`src/sv/rar_pkg.sv`:
```
// Shared types, constants and helpers for the right-angle image rotator.
// No dependencies; imported by every module of the block.
package rar_pkg;

  localparam int MAX_WIDTH   = 64;
  localparam int MAX_HEIGHT  = 64;
  localparam int STORE_DEPTH = MAX_WIDTH * MAX_HEIGHT;
  localparam int ADDR_W      = $clog2(STORE_DEPTH);
  localparam int CNT_W       = ADDR_W + 1;
  localparam int DIM_W       = 7;
  localparam int MODE_W      = 2;
  localparam int PIX_W       = 32;
  localparam int CFG_IDX_W   = 3;
  localparam int QUEUE_DEPTH = 2;
  localparam int QPTR_W      = $clog2(QUEUE_DEPTH);

  localparam logic [CFG_IDX_W-1:0] REG_IMAGE_WIDTH   = 3'd0;
  localparam logic [CFG_IDX_W-1:0] REG_IMAGE_HEIGHT  = 3'd1;
  localparam logic [CFG_IDX_W-1:0] REG_ROTATION_MODE = 3'd2;
  localparam logic [CFG_IDX_W-1:0] REG_ORIGIN_X      = 3'd3;
  localparam logic [CFG_IDX_W-1:0] REG_ORIGIN_Y      = 3'd4;

  localparam logic CMD_LOAD  = 1'b0;
  localparam logic CMD_DRAIN = 1'b1;

  localparam logic [MODE_W-1:0] MODE_NONE = 2'd0;
  localparam logic [MODE_W-1:0] MODE_90   = 2'd1;
  localparam logic [MODE_W-1:0] MODE_180  = 2'd2;
  localparam logic [MODE_W-1:0] MODE_270  = 2'd3;

  localparam logic [DIM_W-1:0] MAX_W_DIM = DIM_W'(MAX_WIDTH);
  localparam logic [DIM_W-1:0] MAX_H_DIM = DIM_W'(MAX_HEIGHT);

  typedef struct packed {
    logic             command;
    logic [PIX_W-1:0] pixel_in;
  } rar_in_t;

  typedef struct packed {
    logic [PIX_W-1:0] pixel_out;
    logic             last_pixel;
    logic             ready_res;
    logic [DIM_W-1:0] new_origin_x;
    logic [DIM_W-1:0] new_origin_y;
  } rar_res_t;

  typedef struct packed {
    logic              wr;
    logic              rd;
    logic [ADDR_W-1:0] addr;
    logic [PIX_W-1:0]  pixel;
    logic              ready;
    logic              last;
    logic [DIM_W-1:0]  nox;
    logic [DIM_W-1:0]  noy;
  } rar_op_t;

  function automatic logic [DIM_W-1:0] clamp_dim(logic [DIM_W-1:0] v,
                                                 logic [DIM_W-1:0] maxv);
    logic [DIM_W-1:0] r;
    if (v == '0) begin
      r = DIM_W'(1);
    end else if (v > maxv) begin
      r = maxv;
    end else begin
      r = v;
    end
    return r;
  endfunction

  function automatic logic [DIM_W-1:0] sat_sub(logic [DIM_W-1:0] a, logic [DIM_W-1:0] b);
    logic [DIM_W-1:0] r;
    if (a >= b) begin
      r = a - b;
    end else begin
      r = '0;
    end
    return r;
  endfunction

endpackage

```
`src/sv/rar_queue.sv`:
```
// Short operation queue between front end and back end.
// Holds store operations in order. Depends on rar_pkg.
module rar_queue import rar_pkg::*; (
  input  logic    clk_i,
  input  logic    rst_ni,
  input  logic    push_i,
  input  rar_op_t op_i,
  input  logic    pop_i,
  output logic    valid_o,
  output rar_op_t op_o,
  output logic    full_o
);

  rar_op_t             entry_q [QUEUE_DEPTH];
  logic [QPTR_W-1:0]   wptr_q, rptr_q;
  logic [QPTR_W:0]     count_q, count_d;
  logic                do_push, do_pop;

  assign valid_o = (count_q != '0);
  assign full_o  = (count_q == (QPTR_W+1)'(QUEUE_DEPTH));
  assign op_o    = entry_q[rptr_q];
  assign do_push = push_i && !full_o;
  assign do_pop  = pop_i && valid_o;

  always_comb begin
    count_d = count_q;
    if (do_push && !do_pop) begin
      count_d = count_q + (QPTR_W+1)'(1);
    end else if (do_pop && !do_push) begin
      count_d = count_q - (QPTR_W+1)'(1);
    end
  end

  always_ff @(posedge clk_i) begin
    if (do_push) begin
      entry_q[wptr_q] <= op_i;
    end
  end

  always_ff @(posedge clk_i or negedge rst_ni) begin
    if (!rst_ni) begin
      wptr_q  <= '0;
      rptr_q  <= '0;
      count_q <= '0;
    end else begin
      if (do_push) begin
        wptr_q <= wptr_q + QPTR_W'(1);
      end
      if (do_pop) begin
        rptr_q <= rptr_q + QPTR_W'(1);
      end
      count_q <= count_d;
    end
  end

endmodule

```
`config.mk`:
```
export PLATFORM = sky130hd
export DESIGN_NAME = rar_queue
export DESIGN_NICKNAME = d
export VERILOG_FILES = /design/src/sv/rar_pkg.sv /design/src/sv/rar_queue.sv
export SDC_FILE = /design/constraint.sdc
export NUM_CORES = 1
export LEC_CHECK = 0
export BUFFER_PORTS_ARGS = -buffer_cell sky130_fd_sc_hd__buf_4
export CAP_MARGIN = 10
export CORE_MARGIN = 1
export CORE_UTILIZATION = 54
export CTS_BUF_LIST = sky130_fd_sc_hd__clkbuf_2
export DETAILED_ROUTE_END_ITERATION = 16
export GPL_TIMING_DRIVEN = 0
export PLACE_DENSITY = 0.89
export SLEW_MARGIN = 20
export SYNTH_ARGS = -nofsm -noshare
export SYNTH_HDL_FRONTEND = slang
export SYNTH_SLANG_ARGS = --single-unit
export TNS_END_PERCENT = 10
```
`constraint.sdc`:
```
create_clock -name clk_i -period 4.7 [get_ports clk_i]
set_clock_uncertainty 0.1 [all_clocks]
set_input_delay 0 -clock clk_i [delete_from_list [all_inputs] [get_ports clk_i]]
set_output_delay 0 -clock clk_i [all_outputs]
set_load 0.01 [all_outputs]
```
==> results of run 1 <==
==> cell usage after synthesis (all sizes together) <==
cell type	instances	area [µm²]
mux2	62	920
ha	1	12.5
and3	1	6.26
inv	2	7.51
nand2b	1	6.26
xor2	2	17.5
dfrtp	4	100
edfxtp	124	3720
or2	1	6.26
xnor2	3	26.3
nor2	2	7.51
nand2	2	7.51
buf	7	131
==> kinds of logic after synthesis <==
kind of cell	synth area share (%)
flip-flops	76.9
multiplexers	18.5
buffers and inverters	2.79
AND/OR/NAND/NOR	0.680
XOR/XNOR	0.881
adder cells (fa/ha/maj)	0.252
==> metrics by stage <==
stage	instances	setup slack [ns]	hold slack, ns
global placement	449	-0.451	-0.303
detailed placement	452	2.95	-0.302
floorplan	212	0.901	-0.396
==> reports/qor.txt, run 1 <==
Status - aborted with a tool error
Failing step - clock tree synthesis
Tool Error - [ERROR RSZ-0060] Max buffer count reached.
Post-cts resize count - 0
Hpwl dp - 5720 µm
Setup Fix Bufs, Post-CTS - 0
Max clock buf depth - 2
Post-synth net total - 279
Row count - 34
Hold Buf Count CTS - 102
Post-Syn Area - 4970 µm²
Ys Warns - 0
Die Height - 98.0 µm
Root buffer cell - clkbuf_2
Starting Density - 56.5%
Top Ports - 130
H-Tree Depth - 4
Syn Area/Cell - 23.5 µm²
Area post-placement - 6160 µm²
Flops & latches, synth - 128
Clock buffer count from CTS - 17
Die W - 98.0 µm
TritonCTS Sinks - 128
Post-Syn Instances - 212
Cell variety after synth - 15
Register area share after synthesis - 76.9%
GP Congestion - 0.647
Buffers on Ports - 129
==> run 2, diff against run 1 <==
CORE_UTILIZATION = 40   (was 54)
CTS_BUF_LIST = unset   (was sky130_fd_sc_hd__clkbuf_2)
PLACE_DENSITY = unset   (was 0.89)
PLACE_DENSITY_LB_ADDON = 0.15   (was unset)
==> run 2 against run 1 <==
Compared with the run above:
- the flow now finishes without violations
- synthesized cell count did not move
- synthesized area stayed put
==> reports/qor.txt, run 2 <==
Status - finished, final reports clean
Post-Syn Instances - 212 (unchanged)
Clock buffer count from CTS - 17 (unchanged)
Max cap viols - 0
DRC errors left - 0
Max VDD drop - 0.000441 V
Max reg flops - 124
Worst hold-check path type - in -> reg
Clk_lat worst skew - 0.41 ns
Startpoint types - flip-flop
Buffers on Ports - 129 (unchanged)
Max clock buf depth - 2 (unchanged)
WP data arrival - 1.94 ns
GP Congestion - 0.648 (+0.15%)
Most common cell in the netlist - edfxtp_1
Post-DR wirelength/cell - 14.8 µm
Maximum clock rate - 519 MHz
Post-synth ARST share - 3.13% (unchanged)
Fin util - 61.5%
Post-Syn Area - 4970 µm² (unchanged)
Die ar. - 12900 µm²
Post-cts resize count - 0 (unchanged)
Post-synth top flop - edfxtp_1
Maximum number of pins on one net before global-route repair - 35
Met3 usage - 5.21%
First-pass GRT wire length - 13900 µm
Row count - 40 (+18%)
Share of cells above drive strength 1 - 51.4%
TritonCTS clock tree - done
Final period util - 41.0%
Root buffer cell - clkbuf_16
Area leader, netlist - edfxtp_1
Post-synth net total - 279 (unchanged)
DRT Wirelength - 9060 µm
Flops & latches, synth - 128 (unchanged)
P_leak - 3.00 nW
Critical path peak fanout - 20
Syn Area/Cell - 23.5 µm² (unchanged)
Final Hold Fails - 0
Via count - 2647
Final setup fails - 0
Initial antenna violation count - 0
PD cells - 585 nW/µm²
Top cells by area, synth - edfxtp_1 (75%), mux2_4 (18%), buf_12 (2.4%)
Die W - 113 µm (+16%)
Grt total ovfl - 0
Yosys top cell area share - 74.9% (unchanged)
Top reg by flops - entry_q
H-Tree Depth - 4 (unchanged)
Initial detailed-routing violation count - 88
Routed Antenna Nets - 0
RSZ-0062 raised after global routing - false
Largest regs - entry_q (124), count_q (2)
Slew headroom - 69.2%
Cell variety after synth - 15 (unchanged)
Post-synth EDFFs - 124 (unchanged)
GRT Util Overall - 15.0%
Ys Warns - 0 (unchanged)
Fillers - 899
Vias in the first global route - 2823
CP Capture Type - flip-flop
Nets@finish - 497
Critical setup path kind - reg -> reg
Clock slew at reported path FFs - 0.05 ns
Commonest cells post-synth - edfxtp_1 (124), mux2_4 (59), buf_12 (6)
Met1 Use GR - 16.4%
Register area share after synthesis - 76.9% (unchanged)
Most frequent cells in the layout - buf_4 (129), edfxtp_1 (124), dlygate4sd3_1 (66)
Starting Density - 41.2% (-15 points)
DRT Pass-1 Iters - 4
Worst Tran Pin Value - 0.461 ns
TritonCTS Sinks - 128 (unchanged)
Met2 Use GR - 24.9%
P&R area growth vs syn - 49.1%
Setup Fix Bufs, Post-CTS - 0 (unchanged)
Core region area - 12100 µm²
GRT Max-Usage Layer - met2
Via density per instance - 4.34
Hpwl dp - 5550 µm (-3.0%)
Post-Place Cells - 513 (+13%)
Slew Viols, Final - 0
Die Height - 113 µm (+16%)
Fin crit period - 1.93 ns
Final std cells w/o fill - 610
Top Ports - 130 (unchanged)
Req. time, crit path - 4.72 ns
Ant diodes - 0
Commonest non-fill, non-tap cell in the layout - buf_4
Tot Pwr - 4.34 mW
run 2: cell counts after synthesis:
Identical to the previous run, type by type.
run 2: worst max-delay path: stages (launching register included):
cell	delay, ns
dfrtp_1	0.41
nand2b_1	0.17
nand2_1	0.15
nor2_4	0.40
buf_16	0.22
buf_16	0.17
run 2: timing repair:
item	CTS	global route
hold endpoints to repair	131	0
hold buffers	66	0
setup endpoints to repair	0	0
run 2: logic make-up after synthesis:
group	synth area share, %
flops	76.9
mux	18.5
buf+inv	2.79
simple gates	0.680
xor+xnor	0.881
fa+ha+maj	0.252
run 2: final cells by class:
| type | count | area [µm²] | area share (%) |
|---|---|---|---|
| clock buffers | 19 | 433 | 5.84 |
| multi-input cells | 75 | 1020 | 13.8 |
| plain buffers | 7 | 131 | 1.77 |
| inverters | 2 | 7.51 | 0.101 |
| well taps | 168 | 210 | 2.84 |
| repair buffers | 199 | 1730 | 23.4 |
| flip-flops and latches | 128 | 3820 | 51.6 |
| clock inverters | 12 | 52.6 | 0.709 |
run 2: stage by stage:
stage | TNS (ns) | hold slack, ns | setup slack (ns) | instance area, µm²
3_5_place_dp | 0 | -0.299 | 2.77 | 6270
6_report | 0 | 0.216 | 2.77 | 7410
3_3_place_gp | -47.68 | -0.301 | -0.774 | 6150
4_1_cts | 0 | 0.190 | 2.75 | 7410
5_1_grt | 0 | 0.200 | 2.62 | 7410
2_1_floorplan | 0 | -0.396 | 0.901 | 4970
run 2: path summary, 6_finish.rpt:
check | startpoint | end | slack, ns | depth (start not counted)
hold / removal | op_i[35] | entry_q[0][35]$_DFFE_PP_ | 0.22 | 2
setup / recovery | count_q[0]$_DFFE_PN0P_ | entry_q[0][1]$_DFFE_PP_ | 2.77 | 5
hold reg to reg | count_q[1]$_DFFE_PN0P_ | count_q[1]$_DFFE_PN0P_ | 0.40 | 1
max in group asynchronous | rst_ni | count_q[1]$_DFFE_PN0P_ | 3.94 | 3
min in group asynchronous | rst_ni | wptr_q$_DFFE_PN0P_ | 0.40 | 3
setup reg to reg | count_q[0]$_DFFE_PN0P_ | entry_q[0][1]$_DFFE_PP_ | 2.77 | 5
run 2: report_power, final:
group | leakage (nW) | internal (mW) | total [mW] | switching (mW)
Combinational | 1.56 | 0.946 | 1.62 | 0.677
Sequential | 1.20 | 1.56 | 1.63 | 0.0718
Clock | 0.245 | 0.650 | 1.08 | 0.430
run 2: layer usage:
layer / share of wire (%) / vias to the layer above
met3: 4.7 / 13
met4: 2.0 / 0
met2: 53 / 81
met1: 41 / 1285
li1: - / 1268
met5: 0 / -
Note: power is estimated with default switching activity, not from simulation.
