===== config.mk =====
export PLATFORM = sky130hd
export DESIGN_NAME = rar_front
export DESIGN_NICKNAME = d
export VERILOG_FILES = /design/src/sv/rar_pkg.sv /design/src/sv/rar_front.sv
export SDC_FILE = /design/constraint.sdc
export NUM_CORES = 1
export LEC_CHECK = 0
export BUFFER_PORTS_ARGS = -buffer_cell sky130_fd_sc_hd__clkbuf_2
export CAP_MARGIN = 0
export CORE_MARGIN = 8
export CORE_UTILIZATION = 25
export DETAILED_ROUTE_END_ITERATION = 12
export PLACE_DENSITY_LB_ADDON = 0.05
export SETUP_SLACK_MARGIN = 0.1
export SYNTH_ARGS = -nofsm -noshare
export SYNTH_HDL_FRONTEND = slang
export SYNTH_SLANG_ARGS = --single-unit

===== constraint.sdc =====
create_clock -name clk_i -period 23.2 [get_ports clk_i]
set_input_delay 1.16 -clock clk_i [delete_from_list [all_inputs] [get_ports clk_i]]
set_output_delay 1.16 -clock clk_i [all_outputs]
set_load 0.03 [all_outputs]

===== src/sv/rar_pkg.sv =====
// Shared types, constants and helpers for the right-angle image rotator.
// No dependencies; imported by every module of the block.
package rar_pkg;

  localparam int MAX_WIDTH   = 64;
  localparam int MAX_HEIGHT  = 64;
  localparam int STORE_DEPTH = MAX_WIDTH * MAX_HEIGHT;
  localparam int ADDR_W      = $clog2(STORE_DEPTH);
  localparam int CNT_W       = ADDR_W + 1;
  localparam int DIM_W       = 7;
  localparam int MODE_W      = 2;
  localparam int PIX_W       = 32;
  localparam int CFG_IDX_W   = 3;
  localparam int QUEUE_DEPTH = 2;
  localparam int QPTR_W      = $clog2(QUEUE_DEPTH);

  localparam logic [CFG_IDX_W-1:0] REG_IMAGE_WIDTH   = 3'd0;
  localparam logic [CFG_IDX_W-1:0] REG_IMAGE_HEIGHT  = 3'd1;
  localparam logic [CFG_IDX_W-1:0] REG_ROTATION_MODE = 3'd2;
  localparam logic [CFG_IDX_W-1:0] REG_ORIGIN_X      = 3'd3;
  localparam logic [CFG_IDX_W-1:0] REG_ORIGIN_Y      = 3'd4;

  localparam logic CMD_LOAD  = 1'b0;
  localparam logic CMD_DRAIN = 1'b1;

  localparam logic [MODE_W-1:0] MODE_NONE = 2'd0;
  localparam logic [MODE_W-1:0] MODE_90   = 2'd1;
  localparam logic [MODE_W-1:0] MODE_180  = 2'd2;
  localparam logic [MODE_W-1:0] MODE_270  = 2'd3;

  localparam logic [DIM_W-1:0] MAX_W_DIM = DIM_W'(MAX_WIDTH);
  localparam logic [DIM_W-1:0] MAX_H_DIM = DIM_W'(MAX_HEIGHT);

  typedef struct packed {
    logic             command;
    logic [PIX_W-1:0] pixel_in;
  } rar_in_t;

  typedef struct packed {
    logic [PIX_W-1:0] pixel_out;
    logic             last_pixel;
    logic             ready_res;
    logic [DIM_W-1:0] new_origin_x;
    logic [DIM_W-1:0] new_origin_y;
  } rar_res_t;

  typedef struct packed {
    logic              wr;
    logic              rd;
    logic [ADDR_W-1:0] addr;
    logic [PIX_W-1:0]  pixel;
    logic              ready;
    logic              last;
    logic [DIM_W-1:0]  nox;
    logic [DIM_W-1:0]  noy;
  } rar_op_t;

  function automatic logic [DIM_W-1:0] clamp_dim(logic [DIM_W-1:0] v,
                                                 logic [DIM_W-1:0] maxv);
    logic [DIM_W-1:0] r;
    if (v == '0) begin
      r = DIM_W'(1);
    end else if (v > maxv) begin
      r = maxv;
    end else begin
      r = v;
    end
    return r;
  endfunction

  function automatic logic [DIM_W-1:0] sat_sub(logic [DIM_W-1:0] a, logic [DIM_W-1:0] b);
    logic [DIM_W-1:0] r;
    if (a >= b) begin
      r = a - b;
    end else begin
      r = '0;
    end
    return r;
  endfunction

endpackage


===== src/sv/rar_front.sv =====
// Front end: configuration registers, load/drain counters and address mapping.
// Turns each accepted item into one store operation. Depends on rar_pkg.
module rar_front import rar_pkg::*; (
  input  logic                 clk_i,
  input  logic                 rst_ni,
  input  logic                 cfg_we_i,
  input  logic [CFG_IDX_W-1:0] cfg_idx_i,
  input  logic [DIM_W-1:0]     cfg_wdata_i,
  input  logic                 accept_i,
  input  rar_in_t              item_i,
  output rar_op_t              op_o
);

  logic [DIM_W-1:0]  width_q, height_q, origin_x_q, origin_y_q;
  logic [MODE_W-1:0] mode_q;
  logic [CNT_W-1:0]  load_count_q, load_count_d;
  logic              frame_full_q, frame_full_d;
  logic [DIM_W-1:0]  emit_outer_q, emit_outer_d, emit_inner_q, emit_inner_d;

  logic [DIM_W-1:0]   w, h, outer_lim, inner_lim, o, i, x, y, nox, noy;
  logic [CNT_W-1:0]   total, cnt_inc;
  logic [2*DIM_W-1:0] lin;
  logic               is_last, inner_end, load_wr;

  always_ff @(posedge clk_i or negedge rst_ni) begin
    if (!rst_ni) begin
      width_q    <= MAX_W_DIM;
      height_q   <= MAX_H_DIM;
      mode_q     <= MODE_NONE;
      origin_x_q <= '0;
      origin_y_q <= '0;
    end else if (cfg_we_i) begin
      case (cfg_idx_i)
        REG_IMAGE_WIDTH:   width_q    <= cfg_wdata_i;
        REG_IMAGE_HEIGHT:  height_q   <= cfg_wdata_i;
        REG_ROTATION_MODE: mode_q     <= cfg_wdata_i[MODE_W-1:0];
        REG_ORIGIN_X:      origin_x_q <= cfg_wdata_i;
        REG_ORIGIN_Y:      origin_y_q <= cfg_wdata_i;
        default: ;
      endcase
    end
  end

  always_comb begin
    w         = clamp_dim(width_q, MAX_W_DIM);
    h         = clamp_dim(height_q, MAX_H_DIM);
    total     = CNT_W'(w) * CNT_W'(h);
    cnt_inc   = load_count_q + CNT_W'(1);
    outer_lim = mode_q[0] ? w : h;
    inner_lim = mode_q[0] ? h : w;
    o = (emit_outer_q < outer_lim) ? emit_outer_q : outer_lim - DIM_W'(1);
    i = (emit_inner_q < inner_lim) ? emit_inner_q : inner_lim - DIM_W'(1);

    case (mode_q)
      MODE_90: begin
        x = o; y = h - DIM_W'(1) - i;
        nox = sat_sub(h, origin_y_q); noy = origin_x_q;
      end
      MODE_180: begin
        y = h - DIM_W'(1) - o; x = w - DIM_W'(1) - i;
        nox = sat_sub(w, origin_x_q); noy = sat_sub(h, origin_y_q);
      end
      MODE_270: begin
        x = w - DIM_W'(1) - o; y = i;
        nox = origin_y_q; noy = sat_sub(w, origin_x_q);
      end
      default: begin
        y = o; x = i;
        nox = origin_x_q; noy = origin_y_q;
      end
    endcase

    lin       = (2*DIM_W)'(y) * (2*DIM_W)'(w) + (2*DIM_W)'(x);
    inner_end = (i + DIM_W'(1)) >= inner_lim;
    is_last   = ((o + DIM_W'(1)) >= outer_lim) && inner_end;
    load_wr   = !frame_full_q && (load_count_q < total);

    load_count_d = load_count_q;
    frame_full_d = frame_full_q;
    emit_outer_d = emit_outer_q;
    emit_inner_d = emit_inner_q;

    op_o       = '0;
    op_o.nox   = nox;
    op_o.noy   = noy;
    op_o.pixel = item_i.pixel_in;

    if (accept_i) begin
      if (item_i.command == CMD_LOAD) begin
        if (!frame_full_q) begin
          if (load_wr) begin
            load_count_d = cnt_inc;
          end
          if (load_count_d >= total) begin
            frame_full_d = 1'b1;
          end
        end
        op_o.wr   = load_wr;
        op_o.addr = load_count_q[ADDR_W-1:0];
      end else begin
        op_o.rd    = 1'b1;
        op_o.ready = frame_full_q;
        if (frame_full_q) begin
          op_o.addr = lin[ADDR_W-1:0];
          op_o.last = is_last;
          if (is_last) begin
            frame_full_d = 1'b0;
            load_count_d = '0;
            emit_outer_d = '0;
            emit_inner_d = '0;
          end else if (inner_end) begin
            emit_inner_d = '0;
            emit_outer_d = o + DIM_W'(1);
          end else begin
            emit_inner_d = i + DIM_W'(1);
            emit_outer_d = o;
          end
        end
      end
    end
  end

  always_ff @(posedge clk_i or negedge rst_ni) begin
    if (!rst_ni) begin
      load_count_q <= '0;
      frame_full_q <= 1'b0;
      emit_outer_q <= '0;
      emit_inner_q <= '0;
    end else begin
      load_count_q <= load_count_d;
      frame_full_q <= frame_full_d;
      emit_outer_q <= emit_outer_d;
      emit_inner_q <= emit_inner_d;
    end
  end

endmodule


* Word level (Yosys, flattened, before mapping)
Cells that the tools add are included.
Word-level totals: bits in registers 58, input bits 47, output and inout bits 62, logic and storage cells 97
Operators by class: $add $sub $neg 14, $mul 2, order comparisons 10, eq/ne operators 10, multiplexer cells 39, reductions and logical operators 13
Operator list (number):
- $mux W13 | 8
- $mux W7 | 14
- $pmux W7 S3 | 4
- $sub A7 B7 Y7 | 6
- $ge A7 B7 Y1 | 4
- $sub A7 B1 Y7 const B | 4
- $mux W12 | 2
- $add A7 B1 Y7 const B | 2
- $gt A7 B7 Y1 const B | 2
- $logic_not A7 Y1 | 2
- $lt A7 B7 Y1 | 2
- $mux W14 | 1
- $add A13 B1 Y13 const B | 1
- $ge A13 B13 Y1 | 1
- $lt A13 B13 Y1 | 1
- $mul A7 B7 Y13 | 1
- $add A12 B7 Y12 | 1
- $mul A7 B7 Y12 | 1
- $reduce_and A2 Y1 | 5
- $mux W1 | 8
- $eq A3 B2 Y1 const B | 2
- $eq A2 B2 Y1 const B | 2
- $mux W2 | 2
- $ne A2 B1 Y1 const B | 2
- 9 further kinds | 10

* Longest topological paths before layout
Gate-level depths: netlist of run 1.
depth after elaboration 14, depth in mapped cells 44, mapped depth without buffers 41

* Worst setup path after synthesis of run 1
No wires, ideal clock.
kind register to output, start point reg mode_q[0], end point out op_o[59] (netlist bit), data arrival time 9.064 ns, required time 22.040 ns, slack 12.976 ns, cell stages (with the launch flop) 40, buffers on the path 5, cells stage by stage dfrtp_1 buf_2 clkbuf_1 buf_1 nor2_1 a21oi_1 ha_1 a21oi_1 o31ai_1 a311o_1 a211o_1 buf_6 buf_2 mux2i_1 o21ai_0 ha_1 a21oi_1 o21ai_0 (+4 left out) nor2_1 and2_1 fa_1 inv_1 fa_1 inv_1 fa_1 inv_1 fa_1 inv_1 ha_1 o21a_1 or4_1 a31o_2 a21oi_1 xnor2_1 xnor2_1 o211ai_1
RTL lines:
- from (decl) | RTL line rar_front.sv:15 | logic [MODE_W-1:0] mode_q;
- from (signal assigned) | RTL line rar_front.sv:36 | REG_ROTATION_MODE: mode_q <= cfg_wdata_i[MODE_W-1:0];
- to (decl) | RTL line rar_front.sv:11 | output rar_op_t op_o

==> metrics.md, run 1 <==
| Metric | Value |
|---|---|
| DR vias | `roughly 9000` |
| First-pass GRT wire length | `60.1 mm` |
| Mux contribution to synthesized area | `approximately 4.2%` |
| CP max stage delay | `between 800 and 900 ps` |
| Slew Limit Headroom | `23.3%` |
| Die area | `about 49000 um^2` |
| Filler Cells Inserted | `~4600` |
| Die X | `around 220 um` |
| Largest family of logic cells by synthesized area | `adder cells` |
| Critical Path RT | `about 22000 ps` |
| Hold/Removal Path Class | `reg2reg` |
| Top cells by area, synth | `ha_1, dfrtp_1, fa_1` |
| CTS sink count | `58` |
| FFs w/ async S/R, synth | `100%` |
| CP arrival | `about 12000 ps` |
| Avg Cell Area, Syn | `8.02 um^2` |
| Routability congestion estimate from global placement | `roughly 0.81` |
| R2R Setup Slk | `12150 ps` |
| Max cap viols | `0` |
| Crit share post-route | `55.6%` |
| CTS tree | `done` |
| Setup crit end kind | `primary output` |
| Max Slew Vio Count | `0` |
| CTS HTree Levels | `3` |
| Synth Area in Simple Gates | `roughly a fifth` |
| # IOs | `~110` |
| Fin Setup TNS | `0 ps` |
| Outcome | `finished clean` |
| Area grow syn2layout | `8.53%` |
| Clk_skew | `8.84 ps` |
| XOR/XNOR share of the synthesized area | `7.55%` |
| Die Y | `220 um` |
| CTS resizes | `0` |
| FF-to-FF End | `frame_full_q` |
| Critical Path Sink | `op_o[59]` |
| DR vias/cell | `~4.9` |
| Count of final setup violators | `0` |
| Max Root-Sink Buffers | `2` |
| Synth area leader | `ha_1` |
| Antenna diodes | `0` |
| Syn nets | `around 1500` |
| Port Buffers | `between 40 and 50` |
| Max FO, Critical Path | `22` |
| Post-synth top area share | `16.3%` |
| Routed Antenna Nets | `0` |
| Synthesis Warnings | `0` |
| Worst Max-Slew Pin Slew | `1150 ps` |
| Compound-Gate Fraction of Synth Area | `a little under a fifth` |
| Initial Util | `between 20% and 30%` |
| F_max | `between 70 and 80 MHz` |
| Worst r2r path cells | `40` |
| Number of global-route vias before repair | `between 9000 and 10000` |
| GRT Total Usage | `between 10% and 20%` |
| Row count | `between 70 and 80` |
| CTS Buf Count | `9` |
| Reg-to-reg startpoint | `width_q[6]` |
| Syn Inst Count | `approximately 1300` |
| Final Hold Fails | `0` |
| Post-synth EDFFs | `0` |
| Starting DRT DRC Count | `527` |
| Drc violations | `0` |
| Fraction of layout cells with a size suffix above 1 | `about a tenth` |
| Antenna violations before repair | `0` |
| Critical path startpoint | `width_q[6]` |
| Hpwl dp | `approximately 31 mm` |
| Register area share after synthesis | `13.9%` |
| Final min period | `roughly 13000 ps` |
| Drt first pass iters | `5` |
| Clock Latency Late Sink | `between 300 and 400 ps` |
| Most used flip-flop cell after synthesis | `dfrtp_1` |
| Seq cells post-synth | `slightly below 60` |
| Count of cell types in the netlist | `83` |
| GRT overflow | `0` |
| Final net count | `roughly 1500` |
| Class of the most critical setup path | `reg2out` |
| Syn Std Cell Area | `between 10000 and 15000 um^2` |
| Final wirelength | `roughly 39 mm` |
| Clock slew at reported path FFs | `60 ps` |
| Largest net degree at the start of global routing | `59` |
| Average wire per cell in the routed design | `between 20 and 25 um` |
| Setup Buffers After CTS | `0` |
| Core area | `slightly above 40000 um^2` |
| Adder-Cell Fraction of Synth Area | `27.3%` |
| Slowest-stage cell, CP | `dfstp_2` |
| Post-CTS Hold Buffers | `0` |
| CTS Root Cell | `clkbuf_16` |
| Startpoint types | `register` |
| RSZ-0062 raised after global routing | `no` |
| Crit path top cell by count | `fa_1` |
## cell families (layout without fill, tap and decap cells)
family                     Yosys count  count (layout)
muxes                               41              41
buffers and inverters              220             205
and+or+nand+nor                    406             406
DFF                                 58              58
adders and majority gates          194             194
xor gates and xnor gates            90              90
AOI/OAI and AO/OA                  292             292
## Yosys cell counts (all sizes together), types with 7 or more instances
cell and n:
dfrtp 56, a31oi 7, nand3b 11, mux2 26
inv 123, a32oi 7, o21bai 8, xor2 37
or3 8, mux2i 15, clkbuf 40, o211ai 7
o31ai 7, a221oi 12, o21ai 82, and2 12
nor2 125, nand4 13, a21oi 63, a21o 28
buf 53, o21a 8, nand2b 15, xnor2 53
nand2 117, or2 9, nand3 32, nor3 21
a22o 8, nor2b 8, ha 136, fa 57
## flip-flops by register name, indices dropped and copies added (netlist names)
register and flops:
load_count_q 13, emit_inner_q 7, emit_outer_q 7, height_q 7, origin_x_q 7, origin_y_q 7, width_q 7, mode_q 2
frame_full_q 1
## worst max-delay path: cells and delay by family, from the launching register on
kind | cells | cell delay [ps]
buffers and inverters | 6 | 1390
XOR/XNOR | 3 | 480
adder cells (fa/ha/maj) | 7 | 2980
AO/OA/AOI/OAI | 12 | 3700
flip-flops | 1 | 870
AND/OR/NAND/NOR | 5 | 1330
multiplexers | 1 | 600
## per-stage QoR
| stage | instance area [um^2] | cells | utilization [%] | setup slack (ps) | hold WS [ps] |
|---|---|---|---|---|---|
| 3_5_place_dp | 11000 | 1809 | 26.4 | 10520 | 544 |
| 5_1_grt | 11300 | 1825 | 27.2 | 9420 | 571 |
| 4_1_cts | 11300 | 1825 | 27.2 | 10050 | 554 |
| 2_1_floorplan | 10400 | 1301 | - | 12980 | 467 |
| 3_3_place_gp | 11000 | 1809 | 26.4 | 10360 | 535 |
| 6_report | 11300 | 1825 | 27.2 | 10290 | 536 |
## area by class of cell
class / count / area (um^2) / area share, %
Clock buffer: 9 / 225 / 1.99
Clock inverter: 7 / 125 / 1.10
Inverter: 127 / 477 / 4.21
Multi-Input combinational cell: 1023 / 8010 / 70.8
Sequential cell: 58 / 1450 / 12.8
Tap cell: 539 / 674 / 5.96
Timing Repair Buffer: 62 / 355 / 3.14
## per-layer routing
layer | global-route usage, % | share of wire [%] | vias up
met2 | 28.1 | 49 | 110
li1 | - | - | 4444
met3 | 2.12 | 2.1 | 26
met5 | 0 | 0 | -
met1 | 21.9 | 47 | 4443
met4 | 3.92 | 1.8 | 0
## placed cells by master, fill, tap and decap left out, drive strengths merged, types with 9 or more instances in the layout
master,instances
fa,57
nor3,21
buf,19
inv,124
nand3b,11
mux2i,15
xor2,37
clkbuf,52
nand3,32
dfrtp,56
nor2,125
and2,12
or2,9
nand4,13
a221oi,12
ha,136
a21oi,63
o21ai,82
nand2b,15
mux2,26
xnor2,53
nand2,117
a21o,28
## worst min path at each step
| stage | start | end | depth (start not counted) |
|---|---|---|---|
| 3_3_place_gp | emit_outer_q[1] | emit_outer_q[1] | 2 |
| 2_1_floorplan | emit_inner_q[0] | emit_inner_q[0] | 2 |
| 4_1_cts | emit_outer_q[1] | emit_outer_q[1] | 2 |
| 3_5_place_dp | emit_outer_q[1] | emit_outer_q[1] | 2 |
| 5_1_grt | origin_x_q[1] | origin_x_q[1] | 1 |
| 6_report | emit_outer_q[1] | emit_outer_q[1] | 2 |
Power of run 1 is not shown: default switching activity piles up to over one toggle a cycle in this logic, so the estimate is an artifact.
==> run 2: changes to the inputs <==
==> constraint.sdc (replaced) <==
create_clock -name clk_i -period 13.2 [get_ports clk_i]
set_input_delay 0.66 -clock clk_i [delete_from_list [all_inputs] [get_ports clk_i]]
set_output_delay 0.66 -clock clk_i [all_outputs]
set_load 0.03 [all_outputs]
==> metrics.md, run 2 (synthesized netlist as in run 1, its figures left out) <==
| Metric | Value |
|---|---|
| Outcome | `finished clean` |
| Crit share post-route | `between 90% and 100%` |
| Initial Util | `25.1% (unchanged)` |
| Routed Antenna Nets | `0 (unchanged)` |
| DR vias | `9072 (+0.54%)` |
| Fraction of layout cells with a size suffix above 1 | `10.6% (+0.28 points)` |
| DR vias/cell | `4.96 (+0.32%)` |
| Clk_skew | `15.8 ps (+6.98 ps)` |
| CTS Root Cell | `clkbuf_16` |
| Max Slew Vio Count | `0 (unchanged)` |
| Clock slew at reported path FFs | `70 ps (about the same)` |
| Biggest register | `load_count_q` |
| CTS Buf Count | `9 (unchanged)` |
| CTS HTree Levels | `3 (unchanged)` |
| Antenna diodes | `0 (unchanged)` |
| Area grow syn2layout | `8.81%` |
| Port Buffers | `44 (unchanged)` |
| Final core occ | `27.3% (+0.072 points)` |
| Number of global-route vias before repair | `9282 (-2.1%)` |
| First-pass GRT wire length | `59.9 mm (-0.32%)` |
| R2R Setup Slk | `2220 ps (-9930 ps)` |
| Setup Buffers After CTS | `0 (unchanged)` |
| Final Hold Fails | `0 (unchanged)` |
| Startpoint types | `register` |
| Starting DRT DRC Count | `513 (-2.7%)` |
| GRT Total Usage | `16.6% (+0.10 points)` |
| Drc violations | `0 (unchanged)` |
| Drt first pass iters | `5 (unchanged)` |
| Max Root-Sink Buffers | `2 (unchanged)` |
| Antenna violations before repair | `1 (+1)` |
| Max cap viols | `0 (unchanged)` |
| Most common cell after layout, fill and taps aside | `ha_1` |
| WP buf/inv | `7 (+1)` |
| CTS tree | `done` |
| Crit path max-delay family | `compound AO/OA/AOI/OAI gates` |
| Count of final setup violators | `0 (unchanged)` |
| Fin Setup TNS | `0 ps (unchanged)` |
| CP arrival | `11350 ps (-400 ps)` |
| Worst hold slack | `488 ps (-48.1 ps)` |
| Die area | `48500 um^2 (unchanged)` |
| Pre-CTS setup slack | `1550 ps (-8970 ps)` |
| Most frequent cells in the layout | `ha_1, nor2_1, inv_1` |
| Max reg flops | `13 (unchanged)` |
| Hpwl dp | `31.4 mm (+0.86%)` |
| Setup crit end kind | `primary output` |
| Final net count | `1525 (+0.26%)` |
| CTS resizes | `0 (unchanged)` |
| Final wirelength | `38.9 mm (+0.74%)` |
| Routability congestion estimate from global placement | `0.794 (-2.5%)` |
| Post-CTS Hold Buffers | `0 (unchanged)` |
| F_max | `between 80 and 90 MHz` |
| Slew Limit Headroom | `23.1% (-0.19 points)` |
| Max FO, Critical Path | `22 (unchanged)` |
| Class of the most critical setup path | `reg2out` |
| Die Y | `220 um (unchanged)` |
| Hold/Removal Path Class | `in2async` |
| Clock Latency Late Sink | `380 ps (+20 ps)` |
| Slowest-stage cell, CP | `dfstp_2` |
| Die X | `220 um (unchanged)` |
| Average wire per cell in the routed design | `21.3 um (+0.52%)` |
| Critical Path RT | `12540 ps (-9500 ps)` |
| Row count | `75 (unchanged)` |
| CTS sink count | `58 (unchanged)` |
| Largest net degree at the start of global routing | `59 (unchanged)` |
| Final min period | `12010 ps` |
| CP max stage delay | `820 ps (-50 ps)` |
| # IOs | `109 (unchanged)` |
| PnR worst setup slack | `1190 ps (-9100 ps)` |
| Worst Max-Slew Pin Slew | `1150 ps (+2.87 ps)` |
| GRT overflow | `0 (unchanged)` |
| Core area | `41600 um^2 (unchanged)` |
| RSZ-0062 raised after global routing | `no` |
[run 2: through the flow]
step | cell area, um^2 | std cells
finish | 11400 | 1829
global route | 11400 | 1829
CTS | 11400 | 1829
detailed placement | 11000 | 1813
global placement | 11000 | 1813
floorplan | 10400 | 1301
[run 2: final cells by class]
type | instances | area (um^2)
clock buffer | 9 | 225
clock inverter | 7 | 125
fill | 4583 | 30200
inverter | 127 | 477
multi-input combinational | 1023 | 8010
sequential | 58 | 1450
tap | 539 | 674
timing repair buffer | 66 | 385
[run 2: final timing paths]
| path | startpoint | end | cells after the start |
|---|---|---|---|
| max | width_q[6] | op_o[59] | 35 |
| min | rst_ni | origin_y_q[5] | 2 |
| max reg2reg | width_q[6] | frame_full_q | 40 |
| min reg2reg | emit_inner_q[0] | emit_inner_q[0] | 2 |
| max in group asynchronous | rst_ni | emit_outer_q[2] | 2 |
| min in group clk_i | emit_inner_q[0] | emit_inner_q[0] | 2 |
[run 2: routing by layer]
metal	up-vias	GRT usage, %	wire, um
met5	-	0	0
li1	4444	-	-
met3	40	3.18	1460
met2	161	27.3	18400
met4	0	5.28	973
met1	4427	21.7	18000
[run 2: worst register-to-register path, delay by kind of cell, from the launching register on]
kind                     cells  cell delay [ps]
buffers and inverters        8             1610
AND/OR/NAND/NOR              7             1670
flip-flops                   1              820
AO/OA/AOI/OAI               16             3140
XOR/XNOR                     2              520
adder cells (fa/ha/maj)      7             3060
Power of run 2 is left out for the same reason.
